[config.mk]
export PLATFORM = sky130hd
export DESIGN_NAME = csi_window_pixel_size_parser_core
export DESIGN_NICKNAME = d
export VERILOG_FILES = /design/src/rtl/cwps_pkg.sv /design/src/rtl/csi_window_pixel_size_parser_core.sv /design/src/rtl/cwps_parse.sv
export SDC_FILE = /design/constraint.sdc
export NUM_CORES = 1
export LEC_CHECK = 0
export ABC_AREA = 0
export BUFFER_PORTS_ARGS = -buffer_cell sky130_fd_sc_hd__buf_2
export CAP_MARGIN = 25
export CORE_MARGIN = 5
export CORE_UTILIZATION = 37
export CTS_CLUSTER_DIAMETER = 100
export CTS_CLUSTER_SIZE = 40
export DETAILED_ROUTE_END_ITERATION = 6
export GPL_TIMING_DRIVEN = 0
export PLACE_DENSITY = 0.64
export SLEW_MARGIN = 10
export SYNTH_ARGS = -nofsm -noshare
export SYNTH_HDL_FRONTEND = slang
export SYNTH_SLANG_ARGS = --single-unit
[constraint.sdc]
create_clock -name clk -period 13.1 [get_ports clk]
set_clock_uncertainty 0.1 [all_clocks]
set_input_delay 2.62 -clock clk [delete_from_list [all_inputs] [get_ports clk]]
set_output_delay 2.62 -clock clk [all_outputs]
set_load 0.01 [all_outputs]
[src/rtl/cwps_pkg.sv]
// ----------------------------------------------------------------------------
// cwps_pkg
// Shared types, constants and helpers for the window pixel size report parser.
// ----------------------------------------------------------------------------
package cwps_pkg;

	localparam int unsigned ByteW  = 8;
	localparam int unsigned SizeW  = 16;
	localparam int unsigned PrefixLen = 4;

	localparam logic [ByteW-1:0] CharEsc   = 8'h1B;
	localparam logic [ByteW-1:0] CharBrack = 8'h5B;
	localparam logic [ByteW-1:0] CharFour  = 8'h34;
	localparam logic [ByteW-1:0] CharSemi  = 8'h3B;
	localparam logic [ByteW-1:0] CharT     = 8'h74;
	localparam logic [ByteW-1:0] CharZero  = 8'h30;
	localparam logic [ByteW-1:0] CharNine  = 8'h39;

	localparam logic [SizeW-1:0] SizeMax = {SizeW{1'b1}};

	// one parsed reply
	typedef struct packed {
		logic             found;
		logic [SizeW-1:0] width_px;
		logic [SizeW-1:0] height_px;
	} res_t;

	// expected byte of the ESC [ 4 ; lead-in at a given position
	function automatic logic [ByteW-1:0] prefix_byte(input logic [1:0] idx);
		logic [ByteW-1:0] b;
		case (idx)
			2'd0:    b = CharEsc;
			2'd1:    b = CharBrack;
			2'd2:    b = CharFour;
			default: b = CharSemi;
		endcase
		return b;
	endfunction

	// acc * 10 + digit, saturated
	function automatic logic [SizeW-1:0] add_digit(input logic [SizeW-1:0] acc,
			input logic [3:0] dig);
		logic [SizeW+3:0] v;
		v = {1'b0, acc, 3'b000} + {3'b000, acc, 1'b0} + {{SizeW{1'b0}}, dig};
		return (v > {4'b0000, SizeMax}) ? SizeMax : v[SizeW-1:0];
	endfunction

endpackage

[src/rtl/csi_window_pixel_size_parser_core.sv]
// ----------------------------------------------------------------------------
// csi_window_pixel_size_parser_core
// Parses an ESC [ 4 ; height ; width t window size reply, one byte per request.
// ----------------------------------------------------------------------------
// Usage:
//   s_* carries the reply one byte per request in s_tdata, s_tlast marks its
//   final byte. The block looks for the first ESC [ 4 ; and then reads a
//   decimal height, ';', a decimal width and 't' (each saturates at 65535).
//   m_* gives one result per reply, after its last byte: m_tuser is found,
//   m_tdata holds width and height, both zero when nothing valid was parsed.
//   Path: a byte is registered at the input, parsed by the state machine,
//   and the result of a last byte is registered in the result register
//   for m_*. Throughput: one byte per cycle while no last byte waits on a
//   full output register; the parse step between the two is combinational.
//   Reset clears both valid bits and sets the parser to the searching state.
//   When m_tready is low a pending result holds in the output register; the
//   input register keeps taking bytes that cause no result, and only stalls
//   s_tready when a last byte meets a still-full output register.
// ----------------------------------------------------------------------------
module csi_window_pixel_size_parser_core (
	input  logic        clk,
	input  logic        arst_n,
	input  logic        s_tvalid,
	output logic        s_tready,
	input  logic [7:0]  s_tdata,   // [7:0] reply_byte
	input  logic        s_tlast,   // last_byte
	output logic        m_tvalid,
	input  logic        m_tready,
	output logic [31:0] m_tdata,   // [15:0] width_px, [31:16] height_px
	output logic        m_tuser    // found
);
	import cwps_pkg::*;

	logic             valid_s1;
	logic [ByteW-1:0] byte_s1;
	logic             last_s1;
	logic             adv_s1;
	logic             out_free;
	res_t             res;
	res_t             res_q;
	logic             m_valid_q;

	// stage 1 moves on unless its result finds the output still full
	assign out_free = !m_valid_q || m_tready;
	assign adv_s1   = valid_s1 && (!last_s1 || out_free);
	assign s_tready = !valid_s1 || adv_s1;

	// input register
	always_ff @(posedge clk or negedge arst_n) begin
		if (!arst_n) begin
			valid_s1 <= 1'b0;
		end else if (s_tready) begin
			valid_s1 <= s_tvalid;
		end
	end

	always_ff @(posedge clk) begin
		if (s_tready && s_tvalid) begin
			byte_s1 <= s_tdata;
			last_s1 <= s_tlast;
		end
	end

	cwps_parse u_parse (
		.clk     (clk),
		.arst_n  (arst_n),
		.en      (adv_s1),
		.byte_in (byte_s1),
		.last_in (last_s1),
		.res     (res)
	);

	// result register
	always_ff @(posedge clk or negedge arst_n) begin
		if (!arst_n) begin
			m_valid_q <= 1'b0;
		end else if (adv_s1 && last_s1) begin
			m_valid_q <= 1'b1;
		end else if (m_tready) begin
			m_valid_q <= 1'b0;
		end
	end

	always_ff @(posedge clk) begin
		if (adv_s1 && last_s1) begin
			res_q <= res;
		end
	end

	assign m_tvalid = m_valid_q;
	assign m_tuser  = res_q.found;
	assign m_tdata  = {res_q.height_px, res_q.width_px};

endmodule

[src/rtl/cwps_parse.sv]
// ----------------------------------------------------------------------------
// cwps_parse
// Per-byte parse state machine; gives the result of a reply on its last byte.
// ----------------------------------------------------------------------------
module cwps_parse (
	input  logic                      clk,
	input  logic                      arst_n,
	input  logic                      en,
	input  logic [cwps_pkg::ByteW-1:0] byte_in,
	input  logic                      last_in,
	output cwps_pkg::res_t            res
);
	import cwps_pkg::*;

	typedef enum logic [2:0] {
		PH_P0, PH_P1, PH_P2, PH_P3, PH_HEIGHT, PH_WIDTH, PH_DONE, PH_FAIL
	} phase_t;

	phase_t           phase_q, phase_d;
	logic [SizeW-1:0] height_q, height_d;
	logic [SizeW-1:0] width_q, width_d;
	logic             digit_q, digit_d;
	logic             is_digit;
	logic             is_esc;

	assign is_digit = (byte_in >= CharZero) && (byte_in <= CharNine);
	assign is_esc   = (byte_in == CharEsc);

	// next state for this byte
	always_comb begin
		phase_d  = phase_q;
		height_d = height_q;
		width_d  = width_q;
		digit_d  = digit_q;
		case (phase_q)
			PH_P0, PH_P1, PH_P2, PH_P3: begin
				if (byte_in == prefix_byte(phase_q[1:0])) begin
					case (phase_q)
						PH_P0:   phase_d = PH_P1;
						PH_P1:   phase_d = PH_P2;
						PH_P2:   phase_d = PH_P3;
						default: begin
							phase_d = PH_HEIGHT;
							digit_d = 1'b0;
						end
					endcase
				end else begin
					phase_d = is_esc ? PH_P1 : PH_P0;
				end
			end
			PH_HEIGHT: begin
				if (is_digit) begin
					height_d = add_digit(height_q, byte_in[3:0]);
					digit_d  = 1'b1;
				end else if (byte_in == CharSemi && digit_q) begin
					phase_d = PH_WIDTH;
					digit_d = 1'b0;
				end else begin
					phase_d = PH_FAIL;
				end
			end
			PH_WIDTH: begin
				if (is_digit) begin
					width_d = add_digit(width_q, byte_in[3:0]);
					digit_d = 1'b1;
				end else if (byte_in == CharT && digit_q) begin
					phase_d = PH_DONE;
				end else begin
					phase_d = PH_FAIL;
				end
			end
			default: phase_d = phase_q;
		endcase
	end

	// result as seen after this byte
	always_comb begin
		res.found     = (phase_d == PH_DONE) && (height_d != '0) && (width_d != '0);
		res.width_px  = res.found ? width_d : '0;
		res.height_px = res.found ? height_d : '0;
	end

	// state registers, cleared after the last byte of a reply
	always_ff @(posedge clk or negedge arst_n) begin
		if (!arst_n) begin
			phase_q  <= PH_P0;
			height_q <= '0;
			width_q  <= '0;
			digit_q  <= 1'b0;
		end else if (en) begin
			if (last_in) begin
				phase_q  <= PH_P0;
				height_q <= '0;
				width_q  <= '0;
				digit_q  <= 1'b0;
			end else begin
				phase_q  <= phase_d;
				height_q <= height_d;
				width_q  <= width_d;
				digit_q  <= digit_d;
			end
		end
	end

endmodule
==> flow_metrics.py <==
metrics = {
    "run_status": {
        "outcome": "finished, final reports clean",
    },
    "setup_path": {
        "required_ns": 10.38,
        "setup.worst_path.start_class": "input pin",
        "end_kind": "output port",
        "rr_worst_depth": 12,
        "crit_type": "input pin to output port",
        "crit_path_max_fanout": 3,
        "r2r_slack_ns": 7.72,
        "arrival_ns": 3.21,
    },
    "sta": {
        "fmax_mhz": 169,
        "fin_crit_sh_pct": 45.3,
        "slew-limit-headroom_pct": 45.8,
        "period_minus_slack_ns": 5.93,
        "tns_ns": 0,
        "whs_ns": 0.441,
        "setup_viol": 0,
        "slew_viol_final": 0,
        "tightest_slew_ns": 0.806,
        "rsz0062_at_grt": "no",
        "finalHoldViolations": 0,
    },
    "die": {
        "rows": 47,
        "start_util_pct": 37.8,
        "dieArea_um2": 19700,
        "dieWidth_um": 140,
        "ios": 48,
        "fp.dieH_um": 140,
        "coreArea_um2": 16600,
    },
    "placed_design": {
        "dp_hpwl_um": 12700,
        "gp_congestion": 0.893,
        "dp.cells": 943,
        "io_buffers": 47,
    },
    "yosys": {
        "synthDistinctLibCells": 86,
        "async_reset_ff_share_pct": 47.5,
        "yosys_register_bits": 80,
        "netlist_instances": 675,
        "seq_area_frac_synth_pct": 35.2,
        "synth_flop_cell": "edfxtp_1",
        "netlist_area_um2": 6290,
        "synth_edf_count": 42,
        "synth_fp_nets": 754,
        "postSynthAreaPerCell_um2": 9.31,
        "ys_warn_count": 0,
    },
    "detailed_routing": {
        "wl_per_cell_um": 17.5,
        "wl_um": 16800,
        "firstDrtPassIters": 5,
        "drc": 0,
        "vias": 5500,
        "viasPerCell": 5.73,
        "first_iter_violations": 579,
        "ant_nets": 0,
    },
    "clock_tree": {
        "cts.sink_count": 80,
        "clk_pin_slew_ns": 0.06,
        "clk_latency_ns": 0.35,
        "htree_num_levels": 3,
        "ctsHoldBuffers": 0,
        "cts_root_buffer": "clkbuf_16",
        "cts_tree": "yes",
        "ctsLongestPathBuffers": 2,
        "cts_resized": 0,
        "cts_post_setup_buffers_inserted": 0,
        "cts_buffers": 9,
    },
    "pwr": {
        "p_leak_nw": 3.20,
        "power.total_uw": 543,
        "p_per_area_nw_per_um2": 76.3,
        "irDropWorstVdd_v": 0.0000610,
    },
    "global_routing": {
        "grt_pass1_wl_um": 27500,
        "antenna_found_initial": 0,
        "grt_max_degree": 39,
        "grt_usage_pct": 17.2,
        "grt_pass1_vias": 5115,
        "grt.overflow.total": 0,
    },
    "cells_and_area": {
        "drive_above_1_share_pct": 16.1,
        "antennaDiodeCount": 0,
        "area_delta_synth_final_pct": 13.3,
        "layout.nets": 814,
        "fin_cells": 960,
    },
    "worst_hold_path": {
        "hold_path.class": "register to register",
        "min_path_cells": 2,
    },
    "run": {
        "maxCapViolCount": 0,
    },
}
-- area by class of cell --
class                   instances  area (um2)
fillers                      1626        9520
repair buffers                 49         275
multi-input cells             550        3870
clock inverters                 4        28.8
plain buffers                  31         159
inverters                      14        52.6
well taps                     220         275
clock buffers                  12         246
flip-flops and latches         80        2210
-- sequential cells by signal, indices dropped and copies added (netlist names) --
register	flops
u_parse.height_q	16
m_tuser	1
m_tdata	32
valid_s1	1
u_parse.digit_q	1
u_parse.width_q	16
m_tvalid	1
u_parse.phase_q	3
byte_s1	8
last_s1	1
-- report_power, final --
group          total [mW]  internal [mW]  switching (mW)
clock network       0.238          0.134           0.104
registers           0.275          0.271         0.00376
logic              0.0302        0.00979          0.0205
-- per-stage QoR --
stage | util, % | area, um2 | setup slack (ns)
final | 42.8 | 7120 | 7.17
after global routing | 42.8 | 7120 | 7.07
after CTS | 42.7 | 7100 | 7.16
after detailed placement | 41.0 | 6830 | 7.16
after global placement | 40.8 | 6800 | 7.00
after floorplan | - | 6290 | 7.45
-- worst paths after layout --
kind                                             start                              end
min in group asynchronous                       arst_n             m_tvalid$_DFFE_PN0P_
hold reg to reg            u_parse.digit_q$_DFFE_PN0P_      u_parse.digit_q$_DFFE_PN0P_
hold / removal             u_parse.digit_q$_DFFE_PN0P_      u_parse.digit_q$_DFFE_PN0P_
setup / recovery                              m_tready                         s_tready
setup reg to reg                  byte_s1[3]$_DFFE_PP_        m_tdata[16]$_SDFFCE_PN0P_
max in group asynchronous                       arst_n  u_parse.width_q[13]$_DFFE_PN0P_
-- per-layer routing --
metal	up-vias	global-route usage (%)	wire length (um)
li1	2674	-	-
met1	2601	25.8	8120
met2	209	25.3	7220
met5	-	0	0
met4	0	3.06	136
met3	16	4.40	1290
-- cell families (layout without fill, tap and decap cells) --
group	count (synthesis)	after routing	synth area share, %
compound gates	213	213	24.3
mux	4	4	0.677
fa+ha+maj	67	67	13.8
simple gates	243	243	19.5
buf+inv	45	110	3.36
xor+xnor	23	23	3.20
flops	80	80	35.2
-- placed cells by master (no fill, tap or decap), types with 5 or more instances in the layout --
| cell | instances |
|---|---|
| a211oi_1 | 13 |
| a21o_1 | 13 |
| a21oi_1 | 47 |
| a21oi_2 | 6 |
| a22o_1 | 11 |
| a31oi_1 | 10 |
| and2_1 | 5 |
| buf_2 | 54 |
| clkbuf_1 | 21 |
| clkbuf_16 | 9 |
| dfrtp_1 | 38 |
| edfxtp_1 | 42 |
| ha_1 | 62 |
| inv_1 | 13 |
| nand2_1 | 73 |
| nand3_1 | 10 |
| nand4_1 | 7 |
| nor2_1 | 67 |
| nor2b_1 | 13 |
| nor3_1 | 18 |
| nor4_1 | 7 |
| o2111ai_1 | 7 |
| o21a_1 | 9 |
| o21ai_0 | 37 |
| o22ai_1 | 9 |
| o32ai_1 | 6 |
| xnor2_1 | 14 |
| xor2_1 | 9 |
-- synth_stat cells (3+ instances only) --
| master | number | share of area, % |
|---|---|---|
| edfxtp_1 | 42 | 20 |
| o2111ai_1 | 7 | 0.98 |
| nor2_1 | 68 | 4.1 |
| a21oi_1 | 47 | 3.7 |
| nand3_1 | 10 | 0.80 |
| buf_2 | 7 | 0.56 |
| nand2b_1 | 3 | 0.30 |
| a31oi_1 | 10 | 1.0 |
| or2_2 | 4 | 0.40 |
| buf_6 | 4 | 0.72 |
| a211oi_2 | 3 | 0.60 |
| inv_1 | 13 | 0.78 |
| nor2b_1 | 13 | 1.3 |
| xnor2_1 | 14 | 2.0 |
| a211oi_1 | 13 | 1.6 |
| nand4_1 | 7 | 0.70 |
| clkbuf_1 | 19 | 1.1 |
| a21o_1 | 13 | 1.6 |
| or3_1 | 3 | 0.30 |
| a21o_2 | 4 | 0.56 |
| o22ai_1 | 9 | 0.90 |
| nor3_1 | 18 | 1.4 |
| and3_1 | 3 | 0.30 |
| nor4_1 | 7 | 0.70 |
| a21oi_2 | 6 | 0.84 |
| o21a_1 | 9 | 1.1 |
| xor2_1 | 9 | 1.3 |
| o21ai_0 | 37 | 2.9 |
| dfrtp_1 | 38 | 15 |
| fa_1 | 4 | 1.3 |
| o211ai_1 | 4 | 0.48 |
| a22o_1 | 11 | 1.5 |
| a211o_1 | 3 | 0.42 |
| nand2_1 | 73 | 4.4 |
| nor3b_1 | 4 | 0.48 |
| and2_1 | 5 | 0.50 |
| o32ai_1 | 6 | 0.84 |
| ha_1 | 62 | 12 |
| o211a_1 | 3 | 0.48 |
-- critical path, cell delays in order --
cell and delay, ns:
buf_2 0.10, nor2b_1 0.18, nand3_1 0.15, buf_2 0.17
No activity file was read; power rests on OpenSTA's default activity.
